`src/sconv_pkg.sv`:
```
// ----------------------------------------------------------------------------
// sconv_pkg
// Shared types and constants of the strided zero-padded convolution block.
// ----------------------------------------------------------------------------
package sconv_pkg;

    localparam int MAX_HEIGHT  = 1024;
    localparam int MAX_RESULTS = 16;
    localparam int CNT_W       = 5;
    localparam int DRAIN_CYCLES = 2;

    localparam int ROW_W   = 10;
    localparam int OUTC_W  = 7;
    localparam int COEF_W  = 16;
    localparam int PIX_W   = 8;
    localparam int CIDX_W  = 6;
    localparam int CONV_W  = 32;
    localparam int PROD_W  = 25;

    localparam int CFG_IDX_W  = 2;
    localparam int CFG_DATA_W = 11;

    localparam logic [CFG_IDX_W-1:0] CFG_WIDTH  = 2'd0;
    localparam logic [CFG_IDX_W-1:0] CFG_HEIGHT = 2'd1;
    localparam logic [CFG_IDX_W-1:0] CFG_STRIDE = 2'd2;
    localparam logic [CFG_IDX_W-1:0] CFG_PAD    = 2'd3;

    localparam logic [7:0]  RST_WIDTH  = 8'd128;
    localparam logic [10:0] RST_HEIGHT = 11'd128;
    localparam logic [3:0]  RST_STRIDE = 4'd4;
    localparam logic [2:0]  RST_PAD    = 3'd2;

    localparam logic ACT_COEF = 1'b0;
    localparam logic ACT_PIX  = 1'b1;

    typedef enum logic [2:0] {
        ST_IDLE,
        ST_ROW,
        ST_COL,
        ST_MAC,
        ST_DRAIN,
        ST_PUSH,
        ST_FIN
    } state_t;

    typedef struct packed {
        logic pix_load;
        logic coef_load;
        logic row_start;
        logic row_adv;
        logic col_start;
        logic col_adv;
        logic mac_start;
        logic tap_issue;
        logic push;
        logic fin;
    } cmd_t;

    typedef struct packed {
        logic row_match;
        logic col_match;
        logic tap_last;
        logic pend_valid;
        logic out_free;
    } status_t;

endpackage

```
`src/sconv_ctrl.sv`:
```
// ----------------------------------------------------------------------------
// sconv_ctrl
// Sequencer: walks matching output rows and columns, runs the tap loop.
// ----------------------------------------------------------------------------
module sconv_ctrl (
    input  logic               aclk,
    input  logic               aresetn,
    input  logic               s_tvalid,
    input  logic               s_tuser,
    output logic               s_tready,
    input  sconv_pkg::status_t st,
    output sconv_pkg::cmd_t    cmd
);

    sconv_pkg::state_t state_reg, state_next;
    logic [sconv_pkg::CNT_W-1:0] count_reg, count_next;
    logic [1:0] drain_reg, drain_next;
    logic row_seen_reg, row_seen_next;
    logic emit_reg, emit_next;
    logic cap_ok;

    assign cap_ok   = count_reg < sconv_pkg::CNT_W'(sconv_pkg::MAX_RESULTS);
    assign s_tready = (state_reg == sconv_pkg::ST_IDLE);

    always_comb begin
        state_next = state_reg;
        case (state_reg)
            sconv_pkg::ST_IDLE: begin
                if (s_tvalid && s_tuser == sconv_pkg::ACT_PIX) state_next = sconv_pkg::ST_ROW;
            end
            sconv_pkg::ST_ROW: begin
                if (st.row_match || !row_seen_reg) state_next = sconv_pkg::ST_COL;
                else state_next = sconv_pkg::ST_FIN;
            end
            sconv_pkg::ST_COL: begin
                if (st.col_match) begin
                    if (emit_reg && cap_ok) state_next = sconv_pkg::ST_MAC;
                end else begin
                    state_next = sconv_pkg::ST_ROW;
                end
            end
            sconv_pkg::ST_MAC: begin
                if (st.tap_last) state_next = sconv_pkg::ST_DRAIN;
            end
            sconv_pkg::ST_DRAIN: begin
                if (drain_reg == 2'(sconv_pkg::DRAIN_CYCLES - 1)) state_next = sconv_pkg::ST_PUSH;
            end
            sconv_pkg::ST_PUSH: begin
                if (!st.pend_valid || st.out_free) state_next = sconv_pkg::ST_COL;
            end
            sconv_pkg::ST_FIN: begin
                if (!st.pend_valid || st.out_free) state_next = sconv_pkg::ST_IDLE;
            end
            default: state_next = sconv_pkg::ST_IDLE;
        endcase
    end

    always_comb begin
        cmd = '0;
        case (state_reg)
            sconv_pkg::ST_IDLE: begin
                if (s_tvalid) begin
                    if (s_tuser == sconv_pkg::ACT_PIX) begin
                        cmd.pix_load  = 1'b1;
                        cmd.row_start = 1'b1;
                    end else begin
                        cmd.coef_load = 1'b1;
                    end
                end
            end
            sconv_pkg::ST_ROW: begin
                if (st.row_match || !row_seen_reg) cmd.col_start = 1'b1;
            end
            sconv_pkg::ST_COL: begin
                if (st.col_match) begin
                    if (emit_reg && cap_ok) cmd.mac_start = 1'b1;
                    else cmd.col_adv = 1'b1;
                end else if (emit_reg) begin
                    cmd.row_adv = 1'b1;
                end
            end
            sconv_pkg::ST_MAC: cmd.tap_issue = 1'b1;
            sconv_pkg::ST_PUSH: begin
                if (!st.pend_valid || st.out_free) begin
                    cmd.push    = 1'b1;
                    cmd.col_adv = 1'b1;
                end
            end
            sconv_pkg::ST_FIN: begin
                if (!st.pend_valid || st.out_free) cmd.fin = 1'b1;
            end
            default: cmd = '0;
        endcase
    end

    always_comb begin
        count_next    = count_reg;
        drain_next    = drain_reg;
        row_seen_next = row_seen_reg;
        emit_next     = emit_reg;
        if (cmd.pix_load) begin
            count_next    = '0;
            row_seen_next = 1'b0;
        end
        if (cmd.col_start) begin
            row_seen_next = 1'b1;
            emit_next     = st.row_match;
        end
        if (state_reg == sconv_pkg::ST_MAC) drain_next = '0;
        if (state_reg == sconv_pkg::ST_DRAIN) drain_next = drain_reg + 2'd1;
        if (cmd.push) count_next = count_reg + 1'b1;
    end

    always_ff @(posedge aclk) begin
        if (!aresetn) begin
            state_reg    <= sconv_pkg::ST_IDLE;
            count_reg    <= '0;
            drain_reg    <= '0;
            row_seen_reg <= 1'b0;
            emit_reg     <= 1'b0;
        end else begin
            state_reg    <= state_next;
            count_reg    <= count_next;
            drain_reg    <= drain_next;
            row_seen_reg <= row_seen_next;
            emit_reg     <= emit_next;
        end
    end

    a_load_free: assert property (@(posedge aclk) disable iff (!aresetn)
        (cmd.push || cmd.fin) && st.pend_valid |-> st.out_free)
        else $error("result moved into a busy output register");

    a_count_cap: assert property (@(posedge aclk) disable iff (!aresetn)
        count_reg <= sconv_pkg::CNT_W'(sconv_pkg::MAX_RESULTS))
        else $error("result count beyond limit");

    a_mac_cap: assert property (@(posedge aclk) disable iff (!aresetn)
        cmd.mac_start |-> emit_reg && cap_ok)
        else $error("tap loop started without room for a result");

    a_fin_idle: assert property (@(posedge aclk) disable iff (!aresetn)
        cmd.fin |=> state_reg == sconv_pkg::ST_IDLE)
        else $error("finish did not return to idle");

endmodule

```
`config.mk`:
```
export PLATFORM = sky130hd
export DESIGN_NAME = sconv_ctrl
export DESIGN_NICKNAME = d
export VERILOG_FILES = /design/src/sconv_pkg.sv /design/src/sconv_ctrl.sv
export SDC_FILE = /design/constraint.sdc
export NUM_CORES = 1
export LEC_CHECK = 0
export ABC_AREA = 1
export ABC_CLOCK_PERIOD_IN_PS = 3000
export BUFFER_PORTS_ARGS = -buffer_cell sky130_fd_sc_hd__buf_2
export CORE_MARGIN = 2
export CORE_UTILIZATION = 57
export CTS_BUF_LIST = sky130_fd_sc_hd__clkbuf_2 sky130_fd_sc_hd__clkbuf_4 sky130_fd_sc_hd__clkbuf_8
export CTS_CLUSTER_DIAMETER = 150
export CTS_CLUSTER_SIZE = 10
export DETAILED_ROUTE_END_ITERATION = 10
export MAX_ROUTING_LAYER = met4
export PLACE_DENSITY = 0.85
export SLEW_MARGIN = 20
export SYNTH_ARGS = -nofsm -noshare
export SYNTH_HDL_FRONTEND = slang
export SYNTH_SLANG_ARGS = --single-unit
export TNS_END_PERCENT = 30
```
`constraint.sdc`:
```
create_clock -name aclk -period 3 [get_ports aclk]
set_input_delay 0.6 -clock aclk [delete_from_list [all_inputs] [get_ports aclk]]
set_output_delay 0.6 -clock aclk [all_outputs]
set_load 0.03 [all_outputs]
```
==> summary.txt, run 1 <==
Status
  – Run status: completed

Clock network
  – Clk Latency, worst-skew pair: 0.28 ns
  – Hold buffers post-CTS: 0
  – CTS root buf: clkbuf_4
  – Number of H-tree branching levels: 1
  – Clock tree from TritonCTS: yes
  – Resized Gates After CTS: 0
  – Maximum clock insertion buffer count: 2
  – Setup fix buffers added after clock tree synthesis: 0
  – Number of sinks on the clock net: 12
  – Number of buffers inserted during clock tree synthesis: 3
  – Clock transition at the register clock pins on the worst setup and hold paths after CTS: 0.08 ns

Die
  – Rows: 13
  – Ports placed on the boundary: 20
  – DIE WIDTH: 40.7 µm
  – Initial standard-cell utilization of the core: 59.7%
  – Die outline height: 40.7 µm
  – Placeable core region: 1280 µm²
  – Die Area: 1650 µm²

Drt
  – DR vias: 771
  – First-pass detailed-route iteration total: 4
  – Post-route DRC violation count: 0
  – Routed vias/inst: 5.07
  – Routed wire per std cell: 10.0 µm
  – Total routed wirelength: 1.53 mm
  – Number of violations reported at the end of detailed-routing iteration 0: 28
  – Count of antenna-violating nets left after detailed routing: 0

Synthesis
  – Post-Synthesis Cells: 117
  – Post-Synthesis Cell Area: 767 µm²
  – Cell type with the largest total area after synthesis: dfxtp_1
  – Average instance area after synthesis: 6.56 µm²
  – Post-synthesis net count: 128
  – Synth Register Bits: 12
  – Total number of yosys warnings: 0
  – Area contributors post-synth: dfxtp_1 (31%), nand2_1 (13%), inv_1 (7.8%)
  – Sequential area share after synthesis: 31.3%
  – Share of the synthesized area in the top cell type: 31.3%
  – Cell variety after synth: 23

Worst setup path
  – Classification of the worst setup path: flip-flop to output pin
  – Worst Setup Start Kind: flip-flop
  – Type of element capturing the critical path: output pin
  – Critical path fanouts, max: 10
  – Arrival time at the worst endpoint: 1.53 ns
  – Required arrival time at the worst endpoint: 2.40 ns

Worst hold path
  – Type of the worst min-delay path: flip-flop to flip-flop

Layout
  – Total number of nets in the final design: 149
  – Layout overhead on the synthesized area: 16.1%
  – Fraction of final layout cells with drive strength greater than 1: 29.9%
  – Fraction of the core area covered by cells at the end of the flow: 69.3%
  – Design Area, Final: 891 µm²
  – Number of flip-flops in the largest register: 5
  – Antenna fix cells: 0

STA
  – Final count of negative-setup-slack endpoints: 0
  – Transition time at the pin with the least slew margin: 0.391 ns
  – Setup total negative slack: 0 ns
  – Fmax: 470 MHz
  – Max Slew Vio Count: 0
  – Max Clock Skew: 0.00203 ns
  – Unrepaired setup endpoints after global routing: false
  – Hold slack: 0.461 ns
  – Number of failing hold endpoints at the final stage: 0
  – Max_slew headroom: 73.9%
  – Final critical delay including setup and external delays: 2.13 ns
  – Final worst path period share: 70.9%

Global route
  – Total gr overflow: 0
  – Fraction of met2 tracks used by global routing: 32.5%
  – Global-route wire length before repair: 2.31 mm
  – Vias in the first global route: 615
  – Global-route met1 utilization: 27.4%
  – Number of antenna violations at the first check in global routing: 0
  – Routing layer with the top usage in global route: met2
  – Global-route usage over all layers: 22.0%
  – Maximum number of pins on one net before global-route repair: 11
  – Routing usage on met3: 3.26%

Power
  – Power per Cell Area: 966 nW/µm²
  – Sequential group share of total power: 29.1%
  – Switching Share: 51.0%
  – Internal power of the cells: 422 µW
  – Logic pwr share: 55.3%
  – Switching power summed over all nets: 439 µW
  – Clock power share: 15.6%
  – Overall power: 861 µW
  – Static leakage: 0.469 nW
  – Worst ir drop on vdd: 602 µV

Placement
  – Final weighted congestion in routability-driven placement: 0.842
  – Count of input and output buffers: 19
  – Post-detailed-placement half-perimeter wirelength: 1.20 mm
  – Post-detailed-placement cell area: 855 µm²

Flow run
  – Count of maximum capacitance violations: 0
[cell usage after synthesis]
| library cell | n |
|---|---|
| buf_4 | 2 |
| buf_6 | 1 |
| nor3_1 | 2 |
| nand2_1 | 27 |
| nor2_2 | 2 |
| o21ai_0 | 4 |
| a21oi_2 | 2 |
| ha_1 | 2 |
| nand2_2 | 3 |
| nand3_1 | 5 |
| o22ai_1 | 1 |
| dfxtp_1 | 12 |
| inv_2 | 3 |
| nor2_4 | 2 |
| a21oi_1 | 7 |
| nor3_2 | 1 |
| xor2_1 | 1 |
| nor2_1 | 16 |
| inv_1 | 16 |
| nand3_2 | 2 |
| o21ai_1 | 3 |
| or2_2 | 2 |
| o21ai_2 | 1 |
[kinds of logic after synthesis]
family	count (synthesis)	synth area share, %
AOI/OAI and AO/OA	18	13.4
buffers and inverters	22	12.7
adders and majority gates	2	3.26
DFF	12	31.3
and+or+nand+nor	62	38.2
xor gates and xnor gates	1	1.14
[per-stage QoR]
step	setup WS, ns	instances
floorplan	0.952	117
global placement	1.09	148
detailed placement	1.03	148
CTS	0.865	152
global route	0.739	152
finish	0.872	152
[power by group through the flow]
stage          clock network, mW  registers, mW  logic (mW)
3_5_place_dp                   0          0.254       0.473
4_1_cts                    0.135          0.250       0.478
6_report                   0.135          0.250       0.476
5_1_grt                    0.139          0.258       0.532
2_1_floorplan                  0          0.229       0.424
3_3_place_gp                   0          0.253       0.459
[critical path, cell delays in order (launching register included)]
cell	delay, ns
dfxtp_1	0.56
nand3_2	0.17
nor2_4	0.21
inv_2	0.06
nand2_1	0.06
buf_2	0.18
[cell type report]
cell class | count | area (µm²)
Multi-Input combinational cell | 83 | 429
Timing Repair Buffer | 19 | 95.1
Inverter | 19 | 71.3
Sequential cell | 12 | 240
Tap cell | 15 | 18.8
Clock buffer | 4 | 36.3
Fill cell | 113 | 394
[per-layer routing]
layer / vias to the layer above / share of wire [%] / routed length (µm)
li1: 409 / - / -
met1: 323 / 46 / 704
met2: 33 / 44 / 664
met3: 6 / 7.7 / 117
met4: 0 / 2.6 / 40
met5: - / 0 / 0
[final timing paths]
check               startpoint           end  slack, ns  depth (start not counted)
setup reg to reg  state_reg[2]  state_reg[2]       1.61                          7
hold reg to reg   drain_reg[0]  drain_reg[0]       0.46                          1
hold / removal    drain_reg[0]  drain_reg[0]       0.46                          1
setup / recovery  state_reg[2]        cmd[4]       0.87                          5
[layout by cell type, fill, tap and decap left out, drive strengths merged]
master and instances:
nand2 30, nor2 20, buf 19, inv 19, dfxtp 12, a21oi 9
o21ai 8, nand3 7, clkbuf 4, nor3 3, or2 2, ha 2
o22ai 1, xor2 1
No activity file was read; power rests on OpenSTA's default activity.
==> run 2: changes to the inputs <==
- ABC_AREA: 1 -> 0
- ABC_CLOCK_PERIOD_IN_PS: 3000 -> 1800
- CORE_ASPECT_RATIO: not set -> 0.8
- CORE_UTILIZATION: 57 -> 48
- PLACE_DENSITY: 0.85 -> 0.76
- clock period: 3 -> 1.8 ns (I/O delays scaled with it)
==> summary.txt, run 2 <==
Status
  – Run status: completed

STA
  – Final critical delay including setup and external delays: 1.73 ns
  – Max Clock Skew: 0.00502 ns (+0.00298 ns)
  – Final worst path period share: 95.9%
  – Fmax: 579 MHz
  – Hold slack: 0.336 ns (-0.125 ns)
  – Max_slew headroom: 80.6% (+6.7 points)
  – Unrepaired setup endpoints after global routing: true
  – Number of failing hold endpoints at the final stage: 0 (unchanged)
  – Max Slew Vio Count: 0 (unchanged)
  – Transition time at the pin with the least slew margin: 0.291 ns (-0.0995 ns)
  – Post-route worst setup slack: 0.0733 ns (-0.799 ns)
  – Final count of negative-setup-slack endpoints: 0 (unchanged)

Worst setup path
  – Type of element capturing the critical path: output pin
  – Critical path fanouts, max: 13 (+3)
  – Required arrival time at the worst endpoint: 1.44 ns (-0.96 ns)
  – Start of the worst register-to-register path: state_reg[1]
  – Classification of the worst setup path: flip-flop to output pin
  – Worst Setup Start Kind: flip-flop
  – Reg2Reg Setup Slack: 0.58 ns (-1.03 ns)
  – Logic depth of the worst register-to-register path: 5 (-2)
  – Arrival time at the worst endpoint: 1.37 ns (-0.16 ns)
  – Critical R2R Capture: state_reg[0]

Global route
  – Maximum number of pins on one net before global-route repair: 20 (+9)
  – Global-route wire length before repair: 2.75 mm (+19%)
  – Number of antenna violations at the first check in global routing: 0 (unchanged)
  – Total gr overflow: 0 (unchanged)
  – Vias in the first global route: 625 (+1.6%)
  – Global-route usage over all layers: 19.5% (-2.5 points)

Synthesis
  – Total number of yosys warnings: 0 (unchanged)
  – Top flip-flop cell by instance count after synthesis: dfxtp_1
  – Average instance area after synthesis: 7.59 µm² (+16%)
  – Synth Register Bits: 12 (unchanged)
  – Async SR Flop Fraction: 0% (unchanged)
  – Most repeated cell in the gate-level netlist after synthesis: nand2_1
  – Post-synthesis net count: 115 (-10%)
  – Post-Synthesis Cells: 104 (-11%)
  – Cell variety after synth: 35 (+52%)
  – Post-Synthesis Cell Area: 790 µm² (+2.9%)
  – Area contributors post-synth: dfxtp_1 (30%), nand2_1 (6.2%), nand3_1 (5.1%)
  – Sequential area share after synthesis: 30.4% (-0.89 points)
  – Number of synthesized flops with an enable pin: 0 (unchanged)
  – Most common library cells after synthesis: nand2_1 (13), dfxtp_1 (12), nand3_1 (8), o21ai_1 (8), nand2b_1 (6)
  – Share of the synthesized area in the top cell type: 30.4% (-0.89 points)
  – Cell type with the largest total area after synthesis: dfxtp_1

Drt
  – Count of antenna-violating nets left after detailed routing: 0 (unchanged)
  – Routed wire per std cell: 11.9 µm (+19%)
  – DR vias: 764 (-0.91%)
  – Routed vias/inst: 5.38 (+6.1%)
  – Total routed wirelength: 1.69 mm (+11%)
  – Post-route DRC violation count: 0 (unchanged)
  – First-pass detailed-route iteration total: 4 (unchanged)
  – Number of violations reported at the end of detailed-routing iteration 0: 6 (-79%)

Layout
  – Antenna fix cells: 0 (unchanged)
  – Most common library cell in the layout ignoring fill and taps: buf_2
  – Fillers: 172 (+52%)
  – Most used cells in the layout excluding fill and tap cells: buf_2 (16), nand2_1 (13), dfxtp_1 (9)
  – Number of flip-flops in the largest register: 5 (unchanged)
  – Count of non-filler cells in the finished layout: 142 (-6.6%)
  – Fraction of final layout cells with drive strength greater than 1: 28.3% (-1.6 points)
  – Total number of nets in the final design: 133 (-11%)
  – Design Area, Final: 932 µm² (+4.6%)
  – Layout overhead on the synthesized area: 18.1%

Clock network
  – Maximum clock insertion buffer count: 2 (unchanged)
  – CTS root buf: clkbuf_4
  – Number of H-tree branching levels: 1 (unchanged)
  – Number of sinks on the clock net: 12 (unchanged)
  – Clock tree from TritonCTS: yes
  – Number of buffers inserted during clock tree synthesis: 3 (unchanged)
  – Hold buffers post-CTS: 0 (unchanged)
  – Clk Latency, worst-skew pair: 0.27 ns (about the same)
  – Clock transition at the register clock pins on the worst setup and hold paths after CTS: 0.07 ns (about the same)

Placement
  – Setup slack after placement: 0.196 ns (-0.837 ns)
  – Count of input and output buffers: 19 (unchanged)
  – Inst Count DP: 139 (-6.1%)
  – Final weighted congestion in routability-driven placement: 0.809 (-4.0%)
  – Post-detailed-placement cell area: 877 µm² (+2.6%)
  – Post-detailed-placement half-perimeter wirelength: 1.30 mm (+8.6%)

Die
  – Ports placed on the boundary: 20 (unchanged)
  – Placeable core region: 1580 µm² (+23%)
  – Rows: 13 (unchanged)
  – Die Area: 1990 µm² (+20%)
  – DIE WIDTH: 49.3 µm (+21%)
  – Initial standard-cell utilization of the core: 50.0% (-9.6 points)
  – Die outline height: 40.3 µm (-1.0%)

Flow run
  – Count of maximum capacitance violations: 0 (unchanged)

Power
  – Static leakage: 0.397 nW (-15%)
  – Power per Cell Area: 619 nW/µm² (-36%)
  – Overall power: 577 µW (-33%)
  – Worst ir drop on vdd: 300 µV (-50%)

Worst hold path
  – Origin of the worst min-delay path: st[4]
  – Type of the worst min-delay path: primary input to flip-flop
  – Cell depth of the worst min-delay path: 3 (+2)
  – Sink of the worst hold path: emit_reg
==> run 2: repair_timing <==
| item | CTS | global route |
|---|---|---|
| hold endpoints to repair | 0 | 0 |
| pin swaps | 0 | 0 |
| cloned | 0 | 0 |
| resized for setup | 1 | 10 |
| buffers inserted | 0 | 0 |
| setup endpoints to repair | 6 | 7 |
==> run 2: cells by family after synthesis <==
| logic type | count (synthesis) | synth area share (%) |
|---|---|---|
| AND/OR/NAND/NOR | 47 | 32.8 |
| AO/OA/AOI/OAI | 28 | 22.5 |
| buffers and inverters | 13 | 8.71 |
| flip-flops | 12 | 30.4 |
| adder cells (fa/ha/maj) | 2 | 3.17 |
| XOR/XNOR | 1 | 1.11 |
| multiplexers | 1 | 1.27 |
==> run 2: layout make-up <==
| class | instances | area (µm²) | share of cell area, % |
|---|---|---|---|
| well taps | 22 | 27.5 | 2.95 |
| repair buffers | 21 | 118 | 12.6 |
| inverters | 5 | 18.8 | 2.01 |
| multi-input cells | 79 | 497 | 53.3 |
| flip-flops and latches | 12 | 249 | 26.7 |
| clock buffers | 3 | 22.5 | 2.42 |
==> run 2: where the power goes <==
| group | internal [mW] | leakage [nW] | switching [mW] |
|---|---|---|---|
| sequential | 0.272 | 0.0990 | 0.0140 |
| combinational | 0.0501 | 0.284 | 0.0804 |
| clock | 0.0775 | 0.0138 | 0.0826 |
==> run 2: worst max-delay path by stage <==
stage / start / to / slack (ns) / depth (start not counted)
floorplan: state_reg[1] / cmd[9] / -0.09 / 5
global placement: st[0] / cmd[4] / 0.21 / 6
detailed placement: st[0] / cmd[4] / 0.20 / 6
CTS: state_reg[0] / cmd[4] / -0.003 / 5
global route: state_reg[2] / cmd[3] / -0.04 / 4
finish: state_reg[2] / cmd[3] / 0.07 / 4
==> run 2: critical path, cell delays in order, from the launching register on <==
cell     delay, ns
dfxtp_4       0.40
nor2_2        0.17
nand3_1       0.11
nor3b_1       0.22
buf_4         0.19
==> run 2: metrics by stage <==
stage	util [%]	TNS [ns]
after floorplan	-	-0.164
after global placement	55.6	0
after detailed placement	55.6	0
after CTS	57.1	-0.00256
after global routing	59.1	-0.0394
final	59.1	0
==> run 2: per-layer routing <==
metal  part of all wire (%)  global-route usage, %  vias to the layer above
met4                   0.71                   2.14                        0
met1                     49                   24.4                      342
met2                     44                   32.4                       20
li1                       -                      -                      400
met3                    5.8                   5.97                        2
met5                      0                      -                        -
==> run 3: changes to the inputs <==
--- a/config.mk
+++ b/config.mk
@@ -18,3 +18,3 @@
 export MAX_ROUTING_LAYER = met4
-export PLACE_DENSITY = 0.76
+export PLACE_DENSITY = 0.73
 export SLEW_MARGIN = 20
==> constraint.sdc (replaced) <==
create_clock -name aclk -period 1.8 [get_ports aclk]
set_input_delay 0.18 -clock aclk [delete_from_list [all_inputs] [get_ports aclk]]
set_output_delay 0.18 -clock aclk [all_outputs]
set_load 0.03 [all_outputs]
==> summary.txt, run 3 (synthesized netlist as in run 2, its figures left out) <==
Layout
  – Total number of nets in the final design: 132 (-0.75%)
  – Antenna fix cells: 0 (unchanged)
  – Fraction of final layout cells with drive strength greater than 1: 26.7% (-1.7 points)
  – Layout overhead on the synthesized area: 15.1%
  – Most common library cell in the layout ignoring fill and taps: buf_2
  – Fraction of the core area covered by cells at the end of the flow: 57.6% (-1.5 points)
  – Fillers: 153 (-11%)
  – Number of flip-flops in the largest register: 5 (unchanged)
  – Most used cells in the layout excluding fill and tap cells: buf_2 (19), nand2_1 (13), dfxtp_1 (10)

Worst setup path
  – Arrival time at the worst endpoint: 1.48 ns (+0.11 ns)
  – Slowest stage delay, CP: 0.43 ns (+0.03 ns)
  – Type of element capturing the critical path: output pin
  – Classification of the worst setup path: flip-flop to output pin
  – Slowest cell on crit path: dfxtp_1
  – CP top delay family: flip-flops
  – Critical path fanouts, max: 6 (-7)
  – Logic depth of the worst register-to-register path: 4 (-1)
  – Total buffers and inverters traversed by the critical path: 2 (+1)
  – Worst Setup Start Kind: flip-flop
  – Reg2Reg Setup Slack: 0.50 ns (-0.08 ns)
  – Start of the worst register-to-register path: state_reg[2]
  – CP Cell Sequence: nor2b_2 -> nand3_2 -> inv_2 -> a41o_1 -> buf_2
  – Required arrival time at the worst endpoint: 1.62 ns (+0.18 ns)
  – Critical R2R Capture: count_reg[0]

Power
  – Worst ir drop on vdd: 486 µV (+62%)
  – Static leakage: 0.393 nW (-0.93%)
  – Sequential group share of total power: 46.3% (-3.3 points)
  – Internal power of the cells: 439 µW (+9.9%)
  – Switching Share: 29.6% (-1.1 points)
  – Power per Cell Area: 687 nW/µm² (+11%)
  – Logic pwr share: 18.6% (-4.0 points)
  – Clock power share: 35.1% (+7.3 points)
  – Switching power summed over all nets: 185 µW (+4.3%)

Clock network
  – Maximum clock insertion buffer count: 2 (unchanged)
  – Clock tree from TritonCTS: yes
  – Clock transition at the register clock pins on the worst setup and hold paths after CTS: 0.08 ns (about the same)
  – Clk Latency, worst-skew pair: 0.28 ns (about the same)
  – Hold buffers post-CTS: 0 (unchanged)
  – Number of buffers inserted during clock tree synthesis: 3 (unchanged)
  – Number of H-tree branching levels: 1 (unchanged)
  – CTS root buf: clkbuf_4
  – Number of sinks on the clock net: 12 (unchanged)

Worst hold path
  – Type of the worst min-delay path: primary input to flip-flop
  – Cell depth of the worst min-delay path: 3 (unchanged)
  – Sink of the worst hold path: emit_reg
  – Origin of the worst min-delay path: st[4]

STA
  – Final count of negative-setup-slack endpoints: 0 (unchanged)
  – Number of failing hold endpoints at the final stage: 0 (unchanged)
  – Fmax: 601 MHz (+3.9%)
  – Post-route worst setup slack: 0.137 ns (+0.0641 ns)
  – Max Clock Skew: 0.000497 ns (-0.00452 ns)
  – Transition time at the pin with the least slew margin: 0.306 ns (+0.0152 ns)
  – Setup total negative slack: 0 ns (unchanged)
  – Max_slew headroom: 79.6% (-1.0 points)
  – Final critical delay including setup and external delays: 1.66 ns (-0.0641 ns)
  – Unrepaired setup endpoints after global routing: false
  – Final worst path period share: 92.4% (-3.6 points)
  – Max Slew Vio Count: 0 (unchanged)

Placement
  – Count of input and output buffers: 19 (unchanged)
  – Final weighted congestion in routability-driven placement: 0.761 (-5.9%)
  – Setup slack after placement: 0.282 ns (+0.0866 ns)
  – Post-detailed-placement half-perimeter wirelength: 1.24 mm (-4.6%)

Die
  – DIE WIDTH: 49.3 µm (unchanged)
  – Ports placed on the boundary: 20 (unchanged)
  – Rows: 13 (unchanged)
  – Initial standard-cell utilization of the core: 50.0% (unchanged)
  – Placeable core region: 1580 µm² (unchanged)
  – Die outline height: 40.3 µm (unchanged)
  – Die Area: 1990 µm² (unchanged)

Global route
  – Number of antenna violations at the first check in global routing: 0 (unchanged)
  – Global-route wire length before repair: 2.59 mm (-5.8%)
  – Global-route usage over all layers: 18.6% (-0.85 points)
  – Total gr overflow: 0 (unchanged)
  – Maximum number of pins on one net before global-route repair: 20 (unchanged)
  – Vias in the first global route: 619 (-0.96%)

Drt
  – Count of antenna-violating nets left after detailed routing: 0 (unchanged)
  – First-pass detailed-route iteration total: 4 (unchanged)
  – DR vias: 752 (-1.6%)
  – Routed vias/inst: 5.30 (-1.6%)
  – Routed wire per std cell: 11.6 µm (-2.9%)
  – Total routed wirelength: 1.64 mm (-2.9%)
  – Number of violations reported at the end of detailed-routing iteration 0: 12 (+6)
  – Post-route DRC violation count: 0 (unchanged)

Flow run
  – Count of maximum capacitance violations: 0 (unchanged)

Status
  – Run status: completed
-- run 3: routing by layer --
metal / vias up / track usage [%] / wire length (µm)
met1: 341 / 20.0 / 813
met5: - / - / 0
met2: 14 / 32.8 / 729
li1: 395 / - / -
met3: 2 / 8.21 / 93
met4: 0 / 4.29 / 8
-- run 3: how the worst max path moves through the flow --
| stage | from | slack (ns) | end | depth (start not counted) |
|---|---|---|---|---|
| global route | state_reg[0] | 0.02 | cmd[4] | 5 |
| detailed placement | state_reg[1] | 0.28 | cmd[4] | 5 |
| floorplan | state_reg[1] | 0.09 | cmd[9] | 5 |
| finish | state_reg[0] | 0.14 | cmd[4] | 5 |
| CTS | state_reg[2] | 0.05 | cmd[7] | 4 |
| global placement | state_reg[1] | 0.31 | cmd[4] | 5 |
-- run 3: area by class of cell --
type                            instances  area, µm²  share of cell area, %
Sequential cell                        12        243                   26.7
Multi-Input combinational cell         79        480                   52.9
Clock buffer                            4       36.3                   3.99
Timing Repair Buffer                   20        103                   11.3
Tap cell                               22       27.5                   3.03
Inverter                                5       18.8                   2.07
-- run 3: worst min-delay path: stages --
cell	delay, ns
buf_2	0.10
nand2_1	0.05
a21boi_1	0.06
-- run 3: what timing repair did --
action | CTS | global route
endpoints found under the setup margin | 1 | 3
resized for setup | 1 | 1
setup buffers | 0 | 0
endpoints found under the hold margin | 0 | 0
-- run 3: per-stage QoR --
stage	instances	hold slack, ns	instance area [µm²]	total power [mW]
2_1_floorplan	104	0.319	790	0.385
3_3_place_gp	138	0.442	870	0.409
3_5_place_dp	138	0.441	870	0.410
4_1_cts	142	0.149	907	0.631
5_1_grt	142	0.144	908	0.659
6_report	142	0.159	908	0.624
-- run 3: power groups by stage --
stage	clock network, mW	registers (mW)	logic [mW]
global route	0.241	0.291	0.127
CTS	0.226	0.288	0.117
global placement	0	0.294	0.115
floorplan	0	0.284	0.102
detailed placement	0	0.294	0.116
finish	0.219	0.289	0.116
